<file path="src/tcq_pkg.sv">
// ============================================================================
// tcq_pkg: shared types and constants for the timer callout queue
// Holds the request codes, the field widths and the command and status
// structs that join the controller and the datapath.
// ============================================================================
package tcq_pkg;

   localparam int TIMER_SLOTS = 16;
   localparam int MAX_FIRES_PER_ADVANCE = 63;
   localparam int SLOT_W = $clog2(TIMER_SLOTS);
   localparam int CNT_W = $clog2(TIMER_SLOTS + 1);
   localparam int FIA_W = 6;
   localparam int TIME_W = 64;
   localparam int STAMP_W = 32;

   typedef enum logic [1:0] {
      REQ_ARM     = 2'd0,
      REQ_CANCEL  = 2'd1,
      REQ_ADVANCE = 2'd2,
      REQ_NOP     = 2'd3
   } req_code_type;

   // Controller to datapath commands.
   typedef struct packed {
      logic                  load;      // capture the accepted request
      logic                  apply;     // apply arm or cancel
      logic                  set_time;  // advance: current time takes new_time
      logic                  scan_clr;  // start a minimum search
      logic                  scan_step; // examine one slot
      logic                  fire;      // fire the found slot
      logic                  emit;      // load the result register
      logic                  emit_fire; // the result reports a firing
      logic                  emit_last; // the result ends the item
   } ctl_cmd_type;

   // Datapath to controller status.
   typedef struct packed {
      req_code_type          req;
      logic                  scan_done;
      logic                  found_due; // search found an armed slot that is due
      logic                  cap_hit;   // fire count has reached the cap
   } dp_sts_type;

endpackage

</file>
<file path="src/tcq_ctrl.sv">
// ============================================================================
// tcq_ctrl: sequencer for the timer callout queue
// Steps each request through apply, slot search, firing and result beats.
// ============================================================================
module tcq_ctrl (
   input  logic                   clock,
   input  logic                   reset,
   input  logic                   req_fire,
   output logic                   req_ready,
   input  logic                   out_full,
   input  tcq_pkg::dp_sts_type    sts,
   output tcq_pkg::ctl_cmd_type   cmd
);
   import tcq_pkg::*;

   typedef enum logic [6:0] {
      ST_IDLE   = 7'b0000001,
      ST_APPLY  = 7'b0000010,
      ST_SCAN   = 7'b0000100,
      ST_DECIDE = 7'b0001000,
      ST_FIRE   = 7'b0010000,
      ST_RESCAN = 7'b0100000,
      ST_EMIT   = 7'b1000000
   } state_type;

   state_type state_ff, state_in;
   logic      emit_fire_ff, emit_fire_in;

   assign req_ready = (state_ff == ST_IDLE);

   always_comb begin
      state_in     = state_ff;
      emit_fire_in = emit_fire_ff;
      cmd          = '0;
      unique case (state_ff)
         ST_IDLE: begin
            cmd.load = req_fire;
            if (req_fire) state_in = ST_APPLY;
         end
         ST_APPLY: begin
            if (sts.req == REQ_ADVANCE) begin
               cmd.set_time = 1'b1;
               emit_fire_in = 1'b0;
            end else begin
               cmd.apply = 1'b1;
            end
            cmd.scan_clr = 1'b1;
            state_in     = ST_SCAN;
         end
         ST_SCAN: begin
            cmd.scan_step = 1'b1;
            if (sts.scan_done) state_in = ST_DECIDE;
         end
         ST_DECIDE: begin
            // The search result drives both the firing choice and next_expiry.
            if (sts.req == REQ_ADVANCE && sts.found_due && !sts.cap_hit
                && !emit_fire_ff) begin
               cmd.fire     = 1'b1;
               cmd.scan_clr = 1'b1;
               emit_fire_in = 1'b1;
               state_in     = ST_RESCAN;
            end else begin
               state_in = ST_EMIT;
            end
         end
         ST_RESCAN: begin
            cmd.scan_step = 1'b1;
            if (sts.scan_done) state_in = ST_EMIT;
         end
         ST_EMIT: begin
            if (!out_full) begin
               cmd.emit      = 1'b1;
               cmd.emit_fire = emit_fire_ff;
               if (emit_fire_ff) begin
                  cmd.emit_last = !(sts.found_due && !sts.cap_hit);
                  emit_fire_in  = 1'b0;
                  if (sts.found_due && !sts.cap_hit) begin
                     state_in = ST_DECIDE;
                  end else begin
                     state_in = ST_IDLE;
                  end
               end else begin
                  cmd.emit_last = 1'b1;
                  state_in      = ST_IDLE;
               end
            end
         end
         default: state_in = ST_IDLE;
      endcase
   end

   always_ff @(posedge clock) begin
      if (reset) begin
         state_ff     <= ST_IDLE;
         emit_fire_ff <= 1'b0;
      end else begin
         state_ff     <= state_in;
         emit_fire_ff <= emit_fire_in;
      end
   end

   a_onehot: assert property (@(posedge clock) disable iff (reset) $onehot(state_ff))
      else $error("state register not one-hot");
   a_fire_after_decide: assert property (@(posedge clock) disable iff (reset)
      cmd.fire |-> state_ff == ST_DECIDE)
      else $error("firing outside decide");
   a_load_idle: assert property (@(posedge clock) disable iff (reset)
      cmd.load |=> state_ff == ST_APPLY)
      else $error("load did not start apply");

endmodule

</file>
<file path="src/tcq_dp.sv">
// ============================================================================
// tcq_dp: slot table and search datapath for the timer callout queue
// Holds the slot table, scans it one slot a cycle for the earliest expiry
// and builds the result beat.
// ============================================================================
module tcq_dp (
   input  logic                          clock,
   input  logic                          reset,
   input  logic [1:0]                    req_type,
   input  logic [3:0]                    timer_id,
   input  logic [tcq_pkg::TIME_W-1:0]    delay,
   input  logic [tcq_pkg::TIME_W-1:0]    period,
   input  logic [tcq_pkg::TIME_W-1:0]    new_time,
   input  tcq_pkg::ctl_cmd_type          cmd,
   output tcq_pkg::dp_sts_type           sts,
   input  logic                          out_take,
   output logic                          out_full,
   output logic [151:0]                  out_data,
   output logic                          out_last
);
   import tcq_pkg::*;

   // Captured request.
   req_code_type             rq_ff;
   logic [3:0]               id_ff;
   logic [TIME_W-1:0]        delay_ff, period_ff, ntime_ff;

   logic [TIME_W-1:0]        cur_ff;
   logic [TIME_W-1:0]        exp_ff [TIMER_SLOTS];
   logic [TIME_W-1:0]        per_ff [TIMER_SLOTS];
   logic [STAMP_W-1:0]       stamp_ff [TIMER_SLOTS];
   logic [TIMER_SLOTS-1:0]   armed_ff;
   logic [STAMP_W-1:0]       ins_ff;
   logic [CNT_W-1:0]         armcnt_ff;
   logic [TIME_W-1:0]        total_ff;
   logic [FIA_W-1:0]         fia_ff;
   logic                     was_ff;
   logic [SLOT_W-1:0]        fslot_ff;

   // Search state.
   logic [SLOT_W:0]          scan_ff;
   logic                     found_ff;
   logic [SLOT_W-1:0]        best_ff;
   logic [TIME_W-1:0]        bexp_ff;
   logic [STAMP_W-1:0]       bage_ff;

   // Output register.
   logic                     full_ff;
   logic [151:0]             odata_ff;
   logic                     olast_ff;

   logic [SLOT_W-1:0]        cand;
   logic [TIME_W-1:0]        cexp;
   logic [STAMP_W-1:0]       cage;
   logic                     take_cand;
   logic                     id_ok;
   logic [SLOT_W-1:0]        sid;

   assign cand = scan_ff[SLOT_W-1:0];
   assign cexp = exp_ff[cand];
   assign cage = ins_ff - stamp_ff[cand];
   assign take_cand = armed_ff[cand] &&
      (!found_ff || cexp < bexp_ff || (cexp == bexp_ff && cage > bage_ff));
   assign id_ok = ({1'b0, id_ff} < (SLOT_W + 1)'(TIMER_SLOTS));
   assign sid = id_ff[SLOT_W-1:0];

   assign sts.req       = rq_ff;
   assign sts.scan_done = scan_ff == (SLOT_W + 1)'(TIMER_SLOTS - 1);
   assign sts.found_due = found_ff && bexp_ff <= ntime_ff;
   assign sts.cap_hit   = fia_ff == FIA_W'(MAX_FIRES_PER_ADVANCE);

   assign out_full = full_ff;
   assign out_data = odata_ff;
   assign out_last = olast_ff;

   always_ff @(posedge clock) begin
      if (cmd.load) begin
         rq_ff     <= req_code_type'(req_type);
         id_ff     <= timer_id;
         delay_ff  <= delay;
         period_ff <= period;
         ntime_ff  <= new_time;
      end
      if (cmd.apply && rq_ff == REQ_ARM && id_ok) begin
         per_ff[sid]   <= period_ff;
         exp_ff[sid]   <= cur_ff + delay_ff;
         stamp_ff[sid] <= ins_ff;
      end
      if (cmd.fire && per_ff[best_ff] != '0) begin
         exp_ff[best_ff]   <= bexp_ff + per_ff[best_ff];
         stamp_ff[best_ff] <= ins_ff;
      end
      if (cmd.fire) fslot_ff <= best_ff;
      if (cmd.load) was_ff <= 1'b0;
      else if (cmd.apply && rq_ff == REQ_CANCEL && id_ok) was_ff <= armed_ff[sid];
      if (cmd.scan_clr) begin
         scan_ff  <= '0;
         found_ff <= 1'b0;
      end else if (cmd.scan_step) begin
         if (!sts.scan_done) scan_ff <= scan_ff + 1'b1;
         if (take_cand) begin
            found_ff <= 1'b1;
            best_ff  <= cand;
            bexp_ff  <= cexp;
            bage_ff  <= cage;
         end
      end
      if (cmd.emit) begin
         odata_ff <= {7'b0000000, total_ff, armcnt_ff,
                      found_ff ? bexp_ff : {TIME_W{1'b0}},
                      fia_ff, was_ff, 4'(cmd.emit_fire ? fslot_ff : '0), cmd.emit_fire};
         olast_ff <= cmd.emit_last;
      end
   end

   always_ff @(posedge clock) begin
      if (reset) begin
         cur_ff    <= '0;
         armed_ff  <= '0;
         ins_ff    <= '0;
         armcnt_ff <= '0;
         total_ff  <= '0;
         fia_ff    <= '0;
         full_ff   <= 1'b0;
      end else begin
         if (cmd.load) fia_ff <= '0;
         if (cmd.set_time) cur_ff <= ntime_ff;
         if (cmd.apply && id_ok) begin
            if (rq_ff == REQ_ARM) begin
               armed_ff[sid] <= 1'b1;
               ins_ff        <= ins_ff + 1'b1;
               if (!armed_ff[sid]) armcnt_ff <= armcnt_ff + 1'b1;
            end else if (rq_ff == REQ_CANCEL && armed_ff[sid]) begin
               armed_ff[sid] <= 1'b0;
               armcnt_ff     <= armcnt_ff - 1'b1;
            end
         end
         if (cmd.fire) begin
            total_ff <= total_ff + 1'b1;
            fia_ff   <= fia_ff + 1'b1;
            if (per_ff[best_ff] != '0) begin
               ins_ff <= ins_ff + 1'b1;
            end else begin
               armed_ff[best_ff] <= 1'b0;
               armcnt_ff         <= armcnt_ff - 1'b1;
            end
         end
         if (cmd.emit) full_ff <= 1'b1;
         else if (out_take) full_ff <= 1'b0;
      end
   end

   a_cnt_range: assert property (@(posedge clock) disable iff (reset)
      armcnt_ff <= CNT_W'(TIMER_SLOTS))
      else $error("armed count out of range");
   a_cnt_match: assert property (@(posedge clock) disable iff (reset)
      armcnt_ff == CNT_W'($countones(armed_ff)))
      else $error("armed count disagrees with armed bits");
   a_emit_free: assert property (@(posedge clock) disable iff (reset)
      cmd.emit |-> !full_ff || out_take)
      else $error("result overwritten");

endmodule

</file>
<file path="src/timer_callout_queue.sv">
// ============================================================================
// timer_callout_queue: searched timer slot table with periodic re-arm
// Arms, cancels and fires timers; each firing is one result beat.
// ============================================================================
// A request that fires nothing gives its beat after one search over the sixteen
// slots at one per cycle. An advance fires each due slot in turn, with a fresh
// search after each firing, and gives one beat per firing.
// One request at a time is taken; a result held by the receiver stalls everything
// behind it.
// Reset (synchronous, active high) disarms every slot and clears all counters.
module timer_callout_queue (
   input  logic          clock,
   input  logic          reset,
   input  logic          req_tvalid,
   output logic          req_tready,
   input  logic [1:0]    req_tuser,  // req_type
   input  logic [199:0]  req_tdata,  // timer_id[3:0], delay[67:4], period[131:68],
                                     // new_time[195:132], zero fill
   output logic          rsp_tvalid,
   input  logic          rsp_tready,
   output logic [151:0]  rsp_tdata,  // is_fire, fired_slot, was_armed,
                                     // fired_in_advance, next_expiry, armed slots,
                                     // fire total, zero fill
   output logic          rsp_tlast
);
   import tcq_pkg::*;

   ctl_cmd_type cmd;
   dp_sts_type  sts;
   logic        out_full;

   tcq_ctrl u_ctrl (
      .clock     (clock),
      .reset     (reset),
      .req_fire  (req_tvalid && req_tready),
      .req_ready (req_tready),
      .out_full  (out_full && !rsp_tready),
      .sts       (sts),
      .cmd       (cmd)
   );

   tcq_dp u_dp (
      .clock    (clock),
      .reset    (reset),
      .req_type (req_tuser),
      .timer_id (req_tdata[3:0]),
      .delay    (req_tdata[67:4]),
      .period   (req_tdata[131:68]),
      .new_time (req_tdata[195:132]),
      .cmd      (cmd),
      .sts      (sts),
      .out_take (rsp_tready),
      .out_full (out_full),
      .out_data (rsp_tdata),
      .out_last (rsp_tlast)
   );

   assign rsp_tvalid = out_full;

endmodule
</file>
<file path="config.mk">
export PLATFORM = sky130hd
export DESIGN_NAME = timer_callout_queue
export DESIGN_NICKNAME = d
export VERILOG_FILES = /design/src/tcq_pkg.sv /design/src/tcq_ctrl.sv /design/src/tcq_dp.sv /design/src/timer_callout_queue.sv
export SDC_FILE = /design/constraint.sdc
export NUM_CORES = 2
export LEC_CHECK = 0
export BUFFER_PORTS_ARGS = -buffer_cell sky130_fd_sc_hd__buf_2
export CORE_MARGIN = 2
export CORE_UTILIZATION = 60
export CTS_BUF_LIST = sky130_fd_sc_hd__clkbuf_8
export CTS_CLUSTER_SIZE = 24
export DETAILED_ROUTE_END_ITERATION = 8
export GPL_ROUTABILITY_DRIVEN = 1
export PLACE_DENSITY = 0.84
export SKIP_LAST_GASP = 1
export SYNTH_ARGS = -nofsm -noshare
export SYNTH_HDL_FRONTEND = slang
export SYNTH_HIERARCHICAL = 1
export SYNTH_SLANG_ARGS = --single-unit
</file>
<file path="constraint.sdc">
create_clock -name clock -period 22.8 [get_ports clock]
set_input_delay 2.28 -clock clock [delete_from_list [all_inputs] [get_ports clock]]
set_output_delay 2.28 -clock clock [all_outputs]
set_load 0.05 [all_outputs]
</file>
Word-level counts from Yosys, hierarchy flattened. Memories as Yosys holds them, arrays and structs flattened. A register that Yosys moved wholly into a read port is not among the register bits. Cells that the tools add are included.

Input port bits: 206. Memories: 3. Bits in writable memories: 2560. Bits in registers: 651.

Memories: u_dp.exp_ff (words 16, width 64, read ports 1, clocked after Yosys merged registers in 1, wr ports 1, line tcq_dp.sv:29) `logic [TIME_W-1:0] exp_ff [TIMER_SLOTS];`; u_dp.per_ff (words 16, width 64, read ports 1, clocked after Yosys merged registers in 1, wr ports 1, line tcq_dp.sv:30) `logic [TIME_W-1:0] per_ff [TIMER_SLOTS];`; u_dp.stamp_ff (words 16, width 32, read ports 1, clocked after Yosys merged registers in 1, wr ports 1, line tcq_dp.sv:31) `logic [STAMP_W-1:0] stamp_ff [TIMER_SLOTS];`.

Add/subtract/negate cells: 9. Multiplexer cells: 66. Bitwise operators: 8. Equal/unequal tests: 17. Reduce and logical (&&, ||, !) cells: 36. Magnitude comparators: 8.

Operators by type and width (number): 2-to-1 mux 32 bit (5); adder 64 bit (2); 2-to-1 mux 16 bit (6); adder 64 x 1 -> 64 bit (second input constant) (1); == test 64 bit (1); less-or-equal comparator 64 bit (1); less-than comparator 64 bit (1); 2-to-1 mux 64 bit (1); nonzero test 64 bit (1); OR reduction 64 bit (1); case mux 7 bit (6 select lines) (1); 2-to-1 mux 4 bit (9); 2-to-1 mux 7 bit (5); adder 32 x 1 -> 32 bit (second input constant) (1); AND 16 bit (2); greater-than comparator 32 bit (1); inverter 16 bit (2); OR reduction 32 bit (1); subtractor 32 bit (1); 2-to-1 mux 5 bit (6); 2-to-1 mux 1 bit (22); bitwise OR 16 bit (1); logical AND 1 bit (15); less-than comparator 4 x 5 -> 1 bit (second input constant) (3); other kinds (33) (54).

Longest topological paths before layout.
Depth in word-level cells: 13. Mapped depth: 32.

Modules after synthesis. The synthesis kept the hierarchy.

By module, submodules not included: tcq_dp (times used 1, area an instance 142743.2 um^2, cells each 8395); tcq_ctrl (times used 1, area an instance 544.3 um^2, cells each 68); timer_callout_queue (times used 1, area an instance 20.0 um^2, cells each 2).

Worst setup path before layout. OpenSTA, ideal clock, no wires.

Kind: reg2reg. Start: reg (tool-made name). End: reg u_dp.bage_ff[0] (enable). Library setup time: 0.454 ns. Stages on the path, launching flop included: 31. Clock period less this slack: 8.413 ns. Path buffers: 4. Setup slack: 14.387 ns. Arrival time: 7.959 ns. Cell sequence: dfxtp_1 clkbuf_1 clkbuf_1 clkbuf_1 buf_1 mux4_2 mux4_2 ha_1 inv_1 fa_1 nand3_1 a21boi_0 o21ai_0 a21o_1 a21boi_0 o311ai_0 a21oi_1 a21o_1 a21oi_1 xnor2_1 ha_1 a21oi_1 nor2b_1 o21ai_0 nand2b_1 a21oi_1 o21ai_0 o21ai_0 a21o_1 a31o_2 inv_1.

RTL lines: end signal: assignment (line tcq_dp.sv:105) `bage_ff <= cage;`; end: declaration (line tcq_dp.sv:45) `logic [STAMP_W-1:0] bage_ff;`.

==> flow_metrics.tcl <==
set metrics [dict create \
    num_vias 85370 \
    ys_seq_area_frac 0.6596 \
    clk_pin_slew_worst_paths_ps 70 \
    worstPathRequired_ps 23560 \
    end_kind "flip-flop" \
    numCtsBuffers 495 \
    synth_area_per_cell_um2 16.93 \
    place_hpwl_um 252400 \
    gp_congestion 0.9584 \
    grt_overflow 0 \
    synthMuxAreaShare 0.1951 \
    tightest_slew_ps 1467 \
    yosys.area.top_type "edfxtp_1" \
    root_buffer "clkbuf_8" \
    drtPass1Iterations 6 \
    remaining_drc_errors 0 \
    period_share 0.4831 \
    area_growth_pct 9.801 \
    drt-initial-drc-count 11580 \
    syn_inst 8465 \
    synthDistinctLibCells 83 \
    post_cts_buffers 0 \
    synth_adder_area_share 0.02879 \
    hp-class "flip-flop to flip-flop" \
    ctsResizeCount 0 \
    hold_viol_final 0 \
    rows 179 \
    synth-simple-area-share 0.03985 \
    tns_ps 0 \
    ys_ff_latch 3218 \
    grt_pass1_wl_um 586000 \
    yosysTopAreaCellShare 0.6303 \
    synth_xor_area_frac 0.01448 \
    start_util 0.6031 \
    grt_setup_unrepaired "false" \
    fin_crit_ps 11020 \
    drive_gt1_frac 0.2199 \
    htree_levels 5 \
    fp.coreArea_um2 237600 \
    nets 9499 \
    power.leakage_uw 0.05922 \
    io_pins 361 \
    ys_top_cells_by_area "edfxtp_1, mux4_2, mux2i_1" \
    peakVddDrop_uv 86.73 \
    clock_latency_ps 1210 \
    postCtsHoldBufs 0 \
    vias_per_cell 6.806 \
    netlist_area_um2 143300 \
    fp.dieH_um 492.7 \
    ant_nets 0 \
    powerDensity_nw_per_um2 86.63 \
    worstPathArrival_ps 11780 \
    synth_top_family_by_area "multiplexers" \
    avgRoutedWirePerCell_um 32.84 \
    dieArea_um2 242800 \
    ys_warn_count 6 \
    grt_pass1_vias 86160 \
    setup_violations 0 \
    port_buffers 349 \
    clock-sinks 3218 \
    report.final.slew_viol_count 0 \
    power_uw 13630 \
    max_freq_mhz 90.79 \
    grt_max_degree 125 \
    ctsLongestPathBuffers 4 \
    grt_usage 0.3358 \
    crit_path_start_kind "flip-flop" \
    synth_flop_cell "edfxtp_1" \
    synth-compound-area-share 0.03746 \
    finClkSkew_ps 152.9 \
    die_w_um 492.7 \
    max_cap_violations 0 \
    detail_route.wirelength_um 411900 \
    crit_fanout 55 \
    critical_path_class "flip-flop to flip-flop" \
    antenna_found_initial 38 \
    synthArstFlopShare 0 \
    min_from "u_dp/total_ff[15]$_SDFFE_PP0P_" \
    synth_edf_count 3008 \
    cts_tree "yes" \
    max_slew_margin 0.01861 \
    status "completed" \
]
==> area by class of cell <==
type / count / area (µm²)
tap: 3167 / 3963
inverter: 286 / 1096
clock inverter: 379 / 1862
antenna: 20 / 50.05
multi-input combinational: 4428 / 45610
timing repair buffer: 536 / 3194
sequential: 3218 / 94560
fill: 15170 / 80270
clock buffer: 510 / 7019
==> cells in the mapped netlist (92+ instances only) <==
cell type	count
a21oi_1	265
dfxtp_1	210
nand2_1	338
a21o_1	112
mux4_2	808
buf_2	92
o21ai_0	192
edfxtp_1	3008
xnor2_1	117
mux2i_1	970
clkbuf_1	316
xor2_1	120
nor2_1	354
inv_1	286
ha_1	325
==> critical path, stage by stage (launching register included) <==
cell	delay [ps]
dfxtp_4	850
buf_4	670
buf_4	870
buf_4	820
buf_4	760
buf_4	760
mux4_2	600
mux4_2	640
ha_1	380
nand4_1	120
nor2_1	290
nand3b_1	670
a311oi_1	440
o21ai_0	160
a21o_1	360
a31o_2	410
inv_4	570
buf_4	760
==> state kept, by name (all words and copies together) (netlist names), 16 cells and up, named ones only <==
signal,flops
u_dp/bage_ff,32
u_dp/cur_ff,64
u_dp/stamp_ff,512
u_dp/delay_ff,64
u_dp/ins_ff,32
u_dp/out_data,145
u_dp/total_ff,64
u_dp/exp_ff,1024
u_dp/bexp_ff,64
u_dp/ntime_ff,64
u_dp/per_ff,1024
u_dp/period_ff,64
u_dp/armed_ff,16
==> cell families after synthesis <==
family	after synthesis
flops	3218
fa+ha+maj	328
buf+inv	825
other cells	1
mux	1783
xor+xnor	237
compound gates	876
simple gates	1197
==> worst paths after layout <==
path                                 end  slack [ps]  cells after the start
min          u_dp/out_data[96]$_DFFE_PP_         440                      0
max            u_dp/bexp_ff[0]$_DFFE_PP_       11790                     17
min reg2reg  u_dp/out_data[96]$_DFFE_PP_         440                      0
max reg2reg    u_dp/bexp_ff[0]$_DFFE_PP_       11790                     17
==> power breakdown <==
part	internal, µW	total (µW)	switching, µW
Combinational	900	2090	1190
Sequential	6880	7130	242
Clock	2180	4420	2240
==> per-layer routing <==
layer / global-route usage / routed length [µm] / vias to the layer above
met4: 0.1887 / 26210 / 30
met1: 0.4185 / 137400 / 43010
met5: 0 / 192 / -
met3: 0.09195 / 51380 / 1396
li1: - / - / 34550
met2: 0.5354 / 196700 / 6376
==> through the flow <==
step | instances | setup WS [ps] | cell area (µm²) | hold slack (ps) | util
floorplan | 8471 | 14390 | 143300 | 408.1 | -
global placement | 11630 | 11990 | 148400 | 420.0 | 0.6244
detailed placement | 11630 | 11920 | 148400 | 420.5 | 0.6244
CTS | 12520 | 11830 | 157300 | 434.2 | 0.6618
global route | 12540 | 11240 | 157300 | 455.8 | 0.6621
finish | 12540 | 11790 | 157400 | 439.2 | 0.6622
==> cells in the final DEF (no fill, tap or decap), types with 44 or more instances in the layout <==
| cell type | n |
|---|---|
| a21o_1 | 112 |
| a21oi_1 | 265 |
| and3_1 | 44 |
| buf_2 | 348 |
| buf_4 | 184 |
| clkbuf_8 | 510 |
| clkinv_1 | 142 |
| clkinv_2 | 85 |
| dfxtp_1 | 202 |
| edfxtp_1 | 3008 |
| ha_1 | 325 |
| inv_1 | 414 |
| mux2i_1 | 969 |
| mux4_2 | 808 |
| nand2_1 | 318 |
| nand2b_1 | 44 |
| nand3_1 | 81 |
| nand4_1 | 81 |
| nor2_1 | 352 |
| nor2b_1 | 50 |
| o21ai_0 | 192 |
| o21ai_1 | 82 |
| xnor2_1 | 107 |
| xor2_1 | 117 |
(Power assumes the default switching activity.)
